--- src/hdl/vss_pkg.sv ---
// Package for the voltage seven-segment scan block.
// Holds key codes, scaling constants and the segment pattern table.
// Depends on nothing; imported by the top level and its checker.
package vss_pkg;

	// Key port codes that change the channel choice
	localparam logic [7:0] KEY_PICK_ONE  = 8'h80;
	localparam logic [7:0] KEY_PICK_ZERO = 8'h40;

	// floor(sample * 244 / 100) == (sample * MV_RECIP) >> MV_SHIFT for 10-bit samples
	localparam int unsigned MV_SHIFT = 21;
	localparam logic [22:0] MV_RECIP = 23'd5117107;

	// Reciprocals for splitting the remainder into decimal digits
	localparam logic [5:0] HUND_RECIP = 6'd41;   // r < 1000 : (r * 41) >> 12
	localparam logic [7:0] TENS_RECIP = 8'd205;  // r < 100  : (r * 205) >> 11

	localparam logic [7:0] SEG_BLANK = 8'hFF;

	typedef logic [3:0] digit_t;
	typedef logic [1:0] pos_t;

	// Active-low pattern, point bit held off
	function automatic logic [7:0] seg_of(input digit_t d);
		logic [7:0] s;
		unique case (d)
			4'd0: s = 8'hC0;
			4'd1: s = 8'hF9;
			4'd2: s = 8'hA4;
			4'd3: s = 8'hB0;
			4'd4: s = 8'h99;
			4'd5: s = 8'h92;
			4'd6: s = 8'h82;
			4'd7: s = 8'hF8;
			4'd8: s = 8'h80;
			4'd9: s = 8'h90;
			default: s = SEG_BLANK;
		endcase
		return s;
	endfunction

endpackage

--- src/hdl/voltage_seven_segment_scan.sv ---
// Voltage readout for a four-digit multiplexed seven-segment display.
// Pipeline of scaling and digit split, then a four-result digit serialiser.
// Depends on vss_pkg.

// Each accepted item carries the key port byte and two 10-bit samples. Key 0x80
// selects channel 1, key 0x40 selects channel 0, any other byte keeps the choice
// (reset picks channel 0); the item carrying the key already uses the new choice.
// The chosen sample is scaled to millivolts as floor(sample*244/100) (0..2496) and
// shown as four results, thousands first, each with an active-low segment pattern,
// its digit position, the channel used and a flag on the units digit. Throughput
// is set by the output serialiser: one digit per cycle while out_stall is low,
// and the next item loads as the units digit leaves. An item enters in any cycle
// in which the pipeline has room, so up to four items queue in the stages while a
// run is on the output; each passes stages 1 to 4 before the serialiser shows it.
module voltage_seven_segment_scan
	import vss_pkg::*;
(
	input  logic       clk,
	input  logic       arst_n,
	input  logic       in_valid,
	output logic       in_stall,
	input  logic [7:0] key_pins,
	input  logic [9:0] sample_zero,
	input  logic [9:0] sample_one,
	output logic       out_valid,
	input  logic       out_stall,
	output logic [7:0] segments,
	output logic [1:0] digit_position,
	output logic       channel_used,
	output logic       last_digit
);

	// Channel choice
	logic sel_q;
	logic sel_next;

	// Stage 1: chosen sample
	logic       valid_s1;
	logic [9:0] sample_s1;
	logic       chan_s1;

	// Stage 2: millivolts
	logic        valid_s2;
	logic [11:0] mv_s2;
	logic        chan_s2;

	// Stage 3: thousands, hundreds and the remainder below 1000
	logic       valid_s3;
	digit_t     thou_s3;
	digit_t     hund_s3;
	logic [9:0] rem_s3;
	logic       chan_s3;

	// Stage 4: thousands, hundreds and the remainder below 100
	logic       valid_s4;
	digit_t     thou_s4;
	digit_t     hund_s4;
	logic [6:0] rem_s4;
	logic       chan_s4;

	// Output serialiser
	logic   buf_valid_q;
	digit_t dig_q [4];
	logic   chan_q;
	pos_t   pos_q;

	// Advance enables, back to front
	logic take_out;
	logic load_buf;
	logic adv_s3;
	logic adv_s2;
	logic adv_s1;
	logic adv_in;

	// Combinational results of each stage
	logic [32:0] mv_prod;
	logic [11:0] mv_c;
	digit_t      thou_c;
	logic [11:0] rem1_wide;
	logic [15:0] hund_prod;
	digit_t      hund_c;
	logic [9:0]  rem2_wide;
	logic [14:0] tens_prod;
	digit_t      tens_c;
	logic [6:0]  units_wide;
	logic [9:0]  sel_sample;

	assign take_out = buf_valid_q && !out_stall;
	// Refill the serialiser when empty or as its units digit leaves
	assign load_buf = !buf_valid_q || (take_out && pos_q == 2'd3);
	assign adv_s3   = !valid_s4 || load_buf;
	assign adv_s2   = !valid_s3 || adv_s3;
	assign adv_s1   = !valid_s2 || adv_s2;
	assign adv_in   = !valid_s1 || adv_s1;
	assign in_stall = !adv_in;

	// Update the choice first, then pick the sample with it
	always_comb begin
		priority if (key_pins == KEY_PICK_ONE) begin
			sel_next = 1'b1;
		end else if (key_pins == KEY_PICK_ZERO) begin
			sel_next = 1'b0;
		end else begin
			sel_next = sel_q;
		end
		sel_sample = sel_next ? sample_one : sample_zero;
	end

	// Scale: one constant multiply, keep the top bits
	always_comb begin
		mv_prod = 33'(sample_s1) * 33'(MV_RECIP);
		mv_c    = mv_prod[MV_SHIFT +: 12];
	end

	// Thousands never exceed two; hundreds by reciprocal
	always_comb begin
		priority if (mv_s2 >= 12'd2000) begin
			thou_c = 4'd2;
		end else if (mv_s2 >= 12'd1000) begin
			thou_c = 4'd1;
		end else begin
			thou_c = 4'd0;
		end
		rem1_wide = mv_s2 - 12'(thou_c) * 12'd1000;
		hund_prod = 16'(rem1_wide[9:0]) * 16'(HUND_RECIP);
		hund_c    = hund_prod[15:12];
	end

	// Drop the hundreds from the remainder
	always_comb begin
		rem2_wide = rem_s3 - 10'(hund_s3) * 10'd100;
	end

	// Tens by reciprocal, units by what is left
	always_comb begin
		tens_prod  = 15'(rem_s4) * 15'(TENS_RECIP);
		tens_c     = tens_prod[14:11];
		units_wide = rem_s4 - 7'({tens_c, 3'b000}) - 7'({tens_c, 1'b0});
	end

	// Control state
	always_ff @(posedge clk or negedge arst_n) begin
		if (!arst_n) begin
			sel_q       <= 1'b0;
			valid_s1    <= 1'b0;
			valid_s2    <= 1'b0;
			valid_s3    <= 1'b0;
			valid_s4    <= 1'b0;
			buf_valid_q <= 1'b0;
			pos_q       <= 2'd0;
		end else begin
			if (in_valid && adv_in) begin
				sel_q <= sel_next;
			end
			if (adv_in) begin
				valid_s1 <= in_valid;
			end
			if (adv_s1) begin
				valid_s2 <= valid_s1;
			end
			if (adv_s2) begin
				valid_s3 <= valid_s2;
			end
			if (adv_s3) begin
				valid_s4 <= valid_s3;
			end
			if (load_buf) begin
				buf_valid_q <= valid_s4;
				pos_q       <= 2'd0;
			end else if (take_out) begin
				pos_q <= pos_q + 2'd1;
			end
		end
	end

	// Payload
	always_ff @(posedge clk) begin
		if (adv_in && in_valid) begin
			sample_s1 <= sel_sample;
			chan_s1   <= sel_next;
		end
		if (adv_s1 && valid_s1) begin
			mv_s2   <= mv_c;
			chan_s2 <= chan_s1;
		end
		if (adv_s2 && valid_s2) begin
			thou_s3 <= thou_c;
			hund_s3 <= hund_c;
			rem_s3  <= rem1_wide[9:0];
			chan_s3 <= chan_s2;
		end
		if (adv_s3 && valid_s3) begin
			thou_s4 <= thou_s3;
			hund_s4 <= hund_s3;
			rem_s4  <= rem2_wide[6:0];
			chan_s4 <= chan_s3;
		end
		if (load_buf && valid_s4) begin
			dig_q[0] <= thou_s4;
			dig_q[1] <= hund_s4;
			dig_q[2] <= tens_c;
			dig_q[3] <= units_wide[3:0];
			chan_q   <= chan_s4;
		end
	end

	assign out_valid      = buf_valid_q;
	assign segments       = seg_of(dig_q[pos_q]);
	assign digit_position = pos_q;
	assign channel_used   = chan_q;
	assign last_digit     = (pos_q == 2'd3);

endmodule

--- config.mk ---
export PLATFORM = sky130hd
export DESIGN_NAME = voltage_seven_segment_scan
export DESIGN_NICKNAME = d
export VERILOG_FILES = /design/src/hdl/vss_pkg.sv /design/src/hdl/voltage_seven_segment_scan.sv
export SDC_FILE = /design/constraint.sdc
export NUM_CORES = 1
export LEC_CHECK = 0
export BUFFER_PORTS_ARGS = -buffer_cell sky130_fd_sc_hd__buf_2
export CORE_MARGIN = 5
export CORE_UTILIZATION = 29
export DETAILED_ROUTE_END_ITERATION = 8
export GPL_TIMING_DRIVEN = 0
export SLEW_MARGIN = 10
export SYNTH_ARGS = -nofsm -noshare
export SYNTH_HDL_FRONTEND = slang
export SYNTH_SLANG_ARGS = --single-unit
--- constraint.sdc ---
create_clock -name clk -period 13.9 [get_ports clk]
set_input_delay 2.78 -clock clk [delete_from_list [all_inputs] [get_ports clk]]
set_output_delay 2.78 -clock clk [all_outputs]
set_load 0.02 [all_outputs]
# Word level (Yosys, flattened, before mapping)
# Memory sizes are Yosys's and may differ from the RTL's.
# Index checks and enable logic that the tools add are counted.
[classes]
multipliers = 5
n_reduce_logical = 20
addsub = 5
n_div = 0
order_cmp = 2
eq_ne = 3
shifts = 0
mux = 9
n_bitwise = 0
[ops]
columns = ["op", "count"]
rows = [
  ["10-bit by 23-bit multiplier with 33-bit output, second input constant", 1],
  ["10-bit by 6-bit multiplier with 16-bit output, second input constant", 1],
  ["7-bit by 8-bit multiplier with 15-bit output, second input constant", 1],
  ["12-bit by 10-bit >= comparator with 1-bit output, second input constant", 1],
  ["12-bit by 11-bit >= comparator with 1-bit output, second input constant", 1],
  ["10-bit two-way mux", 1],
  ["10-bit subtractor", 1],
  ["8-bit by 7-bit == test with 1-bit output, second input constant", 1],
  ["8-bit == test, second input constant", 1],
  ["4-bit subtractor", 2],
  ["1-bit logical AND", 7],
  ["1-bit logical NOT", 7],
  ["2-bit by 7-bit multiplier with 7-bit output, second input constant", 1],
  ["7-bit subtractor", 1],
  ["2-bit two-way mux", 3],
  ["1-bit logical OR", 5],
  ["4-bit by 5-bit multiplier with 5-bit output, second input constant", 1],
  ["1-bit two-way mux", 5],
  ["2-bit by 1-bit adder with 2-bit output, second input constant", 1],
  ["2-bit == test, second input constant", 1],
  ["2-bit nonzero test", 1],
]
[totals]
regBits = 65
inputBits = 32
ramBits = 16
wordCells = 66
latch_bits = 0
romBits = 112
mem_count = 2
[memory_table]
columns = ["memory", "depth", "width", "read_ports", "rd_clocked_by_memory_dff", "wr", "line", "source"]
rows = [
  ["(no name shown)", 16, 7, 1, 0, 0, "vss_pkg.sv:26", "unique case (d)"],
  ["dig_q", 4, 4, 1, 0, 4, "voltage_seven_segment_scan.sv:63", "digit_t dig_q [4];"],
]

# Depth between registers and ports, before layout
[logic_depth]
ltp_word = 9
ltp_mapped = 21

# Least setup slack after synthesis
# OpenSTA, ideal clock, no wires.
[synth_path]
kind = "input -> output"
start = "input port out_stall"
end = "output port in_stall"
path_stages = 4
setup_slack_ns = 7.822
path_buffers = 0
arrival_time_ns = 3.298
path_cell_list = "o2111ai_1 > inv_1 > nand3_1 > inv_1"
[synth_between]
elab_chain_len = 9
[synth_rtl]
columns = ["element", "line", "source"]
rows = [
  ["start, declared", "voltage_seven_segment_scan.sv:26", "input logic out_stall,"],
  ["1-bit logical NOT", "voltage_seven_segment_scan.sv:88", "assign take_out = buf_valid_q && !out_stall;"],
  ["1-bit logical AND", "voltage_seven_segment_scan.sv:88", ""],
  ["1-bit logical AND", "voltage_seven_segment_scan.sv:90", "assign load_buf = !buf_valid_q || (take_out && pos_q == 2'd3);"],
  ["1-bit logical OR", "voltage_seven_segment_scan.sv:90", ""],
  ["1-bit logical OR", "voltage_seven_segment_scan.sv:91", "assign adv_s3 = !valid_s4 || load_buf;"],
  ["1-bit logical OR", "voltage_seven_segment_scan.sv:92", "assign adv_s2 = !valid_s3 || adv_s3;"],
  ["1-bit logical OR", "voltage_seven_segment_scan.sv:93", "assign adv_s1 = !valid_s2 || adv_s2;"],
  ["1-bit logical OR", "voltage_seven_segment_scan.sv:94", "assign adv_in = !valid_s1 || adv_s1;"],
  ["1-bit logical NOT", "voltage_seven_segment_scan.sv:95", "assign in_stall = !adv_in;"],
  ["end, declared", "voltage_seven_segment_scan.sv:21", "output logic in_stall,"],
]
# No other way between the ends.

# Worst setup path after layout
# Same ends and word-level chain as after synthesis.

==> run summary <==
CP max-delay cell = o2111ai_1
Slowest Stage Delay on Critical Path = 0.30 ns
Longest Clk Path Bufs = 2
Post-Synthesis Cells = 788
TNS Setup = 0 ns
Outcome = finished clean
Worst clock skew = 0.003863 ns
Gpl congestion = 0.8498
Fin nets = 1134
CP endpoint kind = output pin
CP top delay family = buffers and inverters
Maximum clock frequency = 0.1543 GHz
Drt pass-1 iters = 5
Ys flop type = edfxtp_1
Setup violators final = 0
Async set or reset register ratio after synthesis = 0.1067
Hold_buf cts = 0
CP Cell Sequence = buf_2 -> o2111ai_1 -> inv_1 -> nand3_1 -> inv_1 -> buf_2
Max Cap Viol = 0
Total gr overflow = 0
Die Wd = 180.8 µm
Clk_lat worst skew = 0.33 ns
CTS tree = built
Clock sink count = 75
HP Class = register to register
Die area = 32680 µm²
Share of layout cells above drive strength 1 = 0.1085
Vias in the first global route = 5622
Core area = 28780 µm²
Crit path max fanout = 7
Ant diodes = 0
Synth warn = 0
Area of the multi-input gates = 5609 µm²
Pre-CTS WS = 7.392 ns
IO buf count = 44
Cells after DPL = 1216
Worst EP required = 11.12 ns
CTS buffer count = 9
WL/cell = 12.91 µm
Final period util = 0.4662
Fin. Hold Viols = 0
Largest net degree at the start of global routing = 16
FP Rows = 62
Cts repair resizes = 0
Filler cells = 2926
Setup WS post-layout = 7.420 ns
Syn_area_per_cell = 10.73 µm²
Initial Util = 0.2939
DRT antenna net count = 0
Vias/cell = 4.481
Clock transition at path regs = 0.06 ns
Min Hold Slack = 0.4185 ns
Top Ports = 46
Crit path time final = 6.480 ns
Worst path bufs/invs = 4
Layout area overhead = 12.34%
Final slew viol count = 0
Post-synth EDFFs = 67
Post-synthesis net count = 1079
Sequential fraction of the synthesis area = 0.2615
Finished Layout Cells = 1232
Mapped cell area = 8458 µm²
Sequential standard cell area = 2212 µm²
FF+latch count, synth = 75
First-pass GRT wire length = 26920 µm
Slew of the pin with the lowest slew margin = 0.6821 ns
Startpoint types = input pin
Post-CTS Setup Repair Bufs = 0
Worst EP arrival = 3.70 ns
Vert. Die Dim = 180.8 µm
Initial antenna violation count = 0
Slew HR = 0.5453
Vias post-DR = 5521
Yosys cell types = 62
CTS root buffer = clkbuf_16
Tot GR Track Use = 0.09928
Post-DP HPWL = 13740 µm
DRT iter0 DRCs = 176
Drt drc = 0
H-Tree Depth = 3
Post-Route WL = 15910 µm
RSZ-0062 raised after global routing = no
Kind of critical path = input pin to output pin
cell usage in the layout, fill, tap and decap left out, types with 9 or more instances in the layout:
cell / netlist / layout
o21ai_0: 19 / 19
a21o_1: 11 / 11
buf_2: 2 / 46
xor2_1: 11 / 11
xnor2_1: 26 / 26
edfxtp_1: 67 / 67
clkbuf_16: 0 / 9
a21oi_1: 36 / 36
nor2_1: 27 / 27
ha_1: 198 / 198
mux2_2: 13 / 13
nand2_1: 27 / 27
inv_1: 164 / 164
fa_1: 61 / 61
routing by layer:
layer / part of all wire / wire length (µm) / GRT usage / up-vias
met5: 0 / 0 / 0 / -
met4: 0.013 / 211 / 0.02874 / 0
met3: 0.030 / 484 / 0.01347 / 13
met2: 0.52 / 8194 / 0.1785 / 72
met1: 0.44 / 7018 / 0.1241 / 2622
li1: - / - / - / 2814
cells in the mapped netlist, types with 3 or more instances:
cell type	count	share of area
nor2_1	27	0.012
nor3_1	7	0.0041
o21a_1	4	0.0036
o211ai_1	6	0.0053
nand2_1	27	0.012
nand3_1	8	0.0047
and3_1	3	0.0022
dfrtp_1	8	0.024
and2_1	6	0.0044
a22oi_1	4	0.0036
a21o_1	11	0.0098
or3_1	3	0.0022
o2111ai_1	3	0.0031
inv_1	164	0.073
nand4_1	8	0.0059
a211oi_2	3	0.0044
nand2b_1	7	0.0052
a211oi_1	5	0.0044
edfxtp_1	67	0.24
a21oi_1	36	0.021
xor2_1	11	0.011
a21boi_0	3	0.0027
ha_1	198	0.29
o21ai_0	19	0.011
xnor2_1	26	0.027
mux2_2	13	0.017
a31oi_1	5	0.0037
fa_1	61	0.14
a211o_1	3	0.0031
cell families after synthesis:
kind of cell	synth area share
buffers and inverters	0.07530
AOI/OAI and AO/OA	0.09704
DFF	0.2615
adders and majority gates	0.4373
muxes	0.02500
and+or+nand+nor	0.06509
xor gates and xnor gates	0.03831
other	0.0004434
registers in the layout, indices dropped and copies added, names as in the netlist, 2 cells and up:
register        cells
sample_s1          10
rem_s3              7
hund_s3             4
thou_s3             2
rem_s4              7
mv_s2              12
dig_q              14
thou_s4             2
hund_s4             4
digit_position      2
worst reg2reg max path: cells and delay by family, from the launching register on:
| family | cells | cell delay, ns |
|---|---|---|
| AOI/OAI and AO/OA | 7 | 1.62 |
| and+or+nand+nor | 2 | 0.31 |
| xor gates and xnor gates | 2 | 0.70 |
| buffers and inverters | 2 | 0.17 |
| DFF | 1 | 0.46 |
| adders and majority gates | 6 | 1.80 |
stage by stage:
stage	cell area [µm²]	util
global route	9502	0.3301
global placement	9159	0.3182
finish	9502	0.3301
CTS	9502	0.3301
detailed placement	9159	0.3182
floorplan	8458	-
path summary, 6_finish.rpt:
path                            depth (start not counted)                 to  startpoint  slack (ns)
worst max-delay path                                    6           in_stall   out_stall        7.42
worst min-delay path                                    0            chan_s2     chan_s1        0.42
worst max register to register                         19         hund_s3[3]    mv_s2[4]        8.60
worst min register to register                          0            chan_s2     chan_s1        0.42
max in group asynchronous                               1              sel_q      arst_n       11.43
min in group asynchronous                               1  digit_position[0]      arst_n        2.29
final cells by class:
cell class,count,area share
Buffer,4,0.002239
Clock buffer,11,0.02555
Clock inverter,5,0.01053
Inverter,164,0.06479
Multi-Input combinational cell,545,0.5903
Sequential cell,75,0.2328
Tap cell,384,0.05057
Timing Repair Buffer,44,0.02318
Power is not shown: default switching activity piles up to over one toggle a cycle in this logic, so the estimate is an artifact.
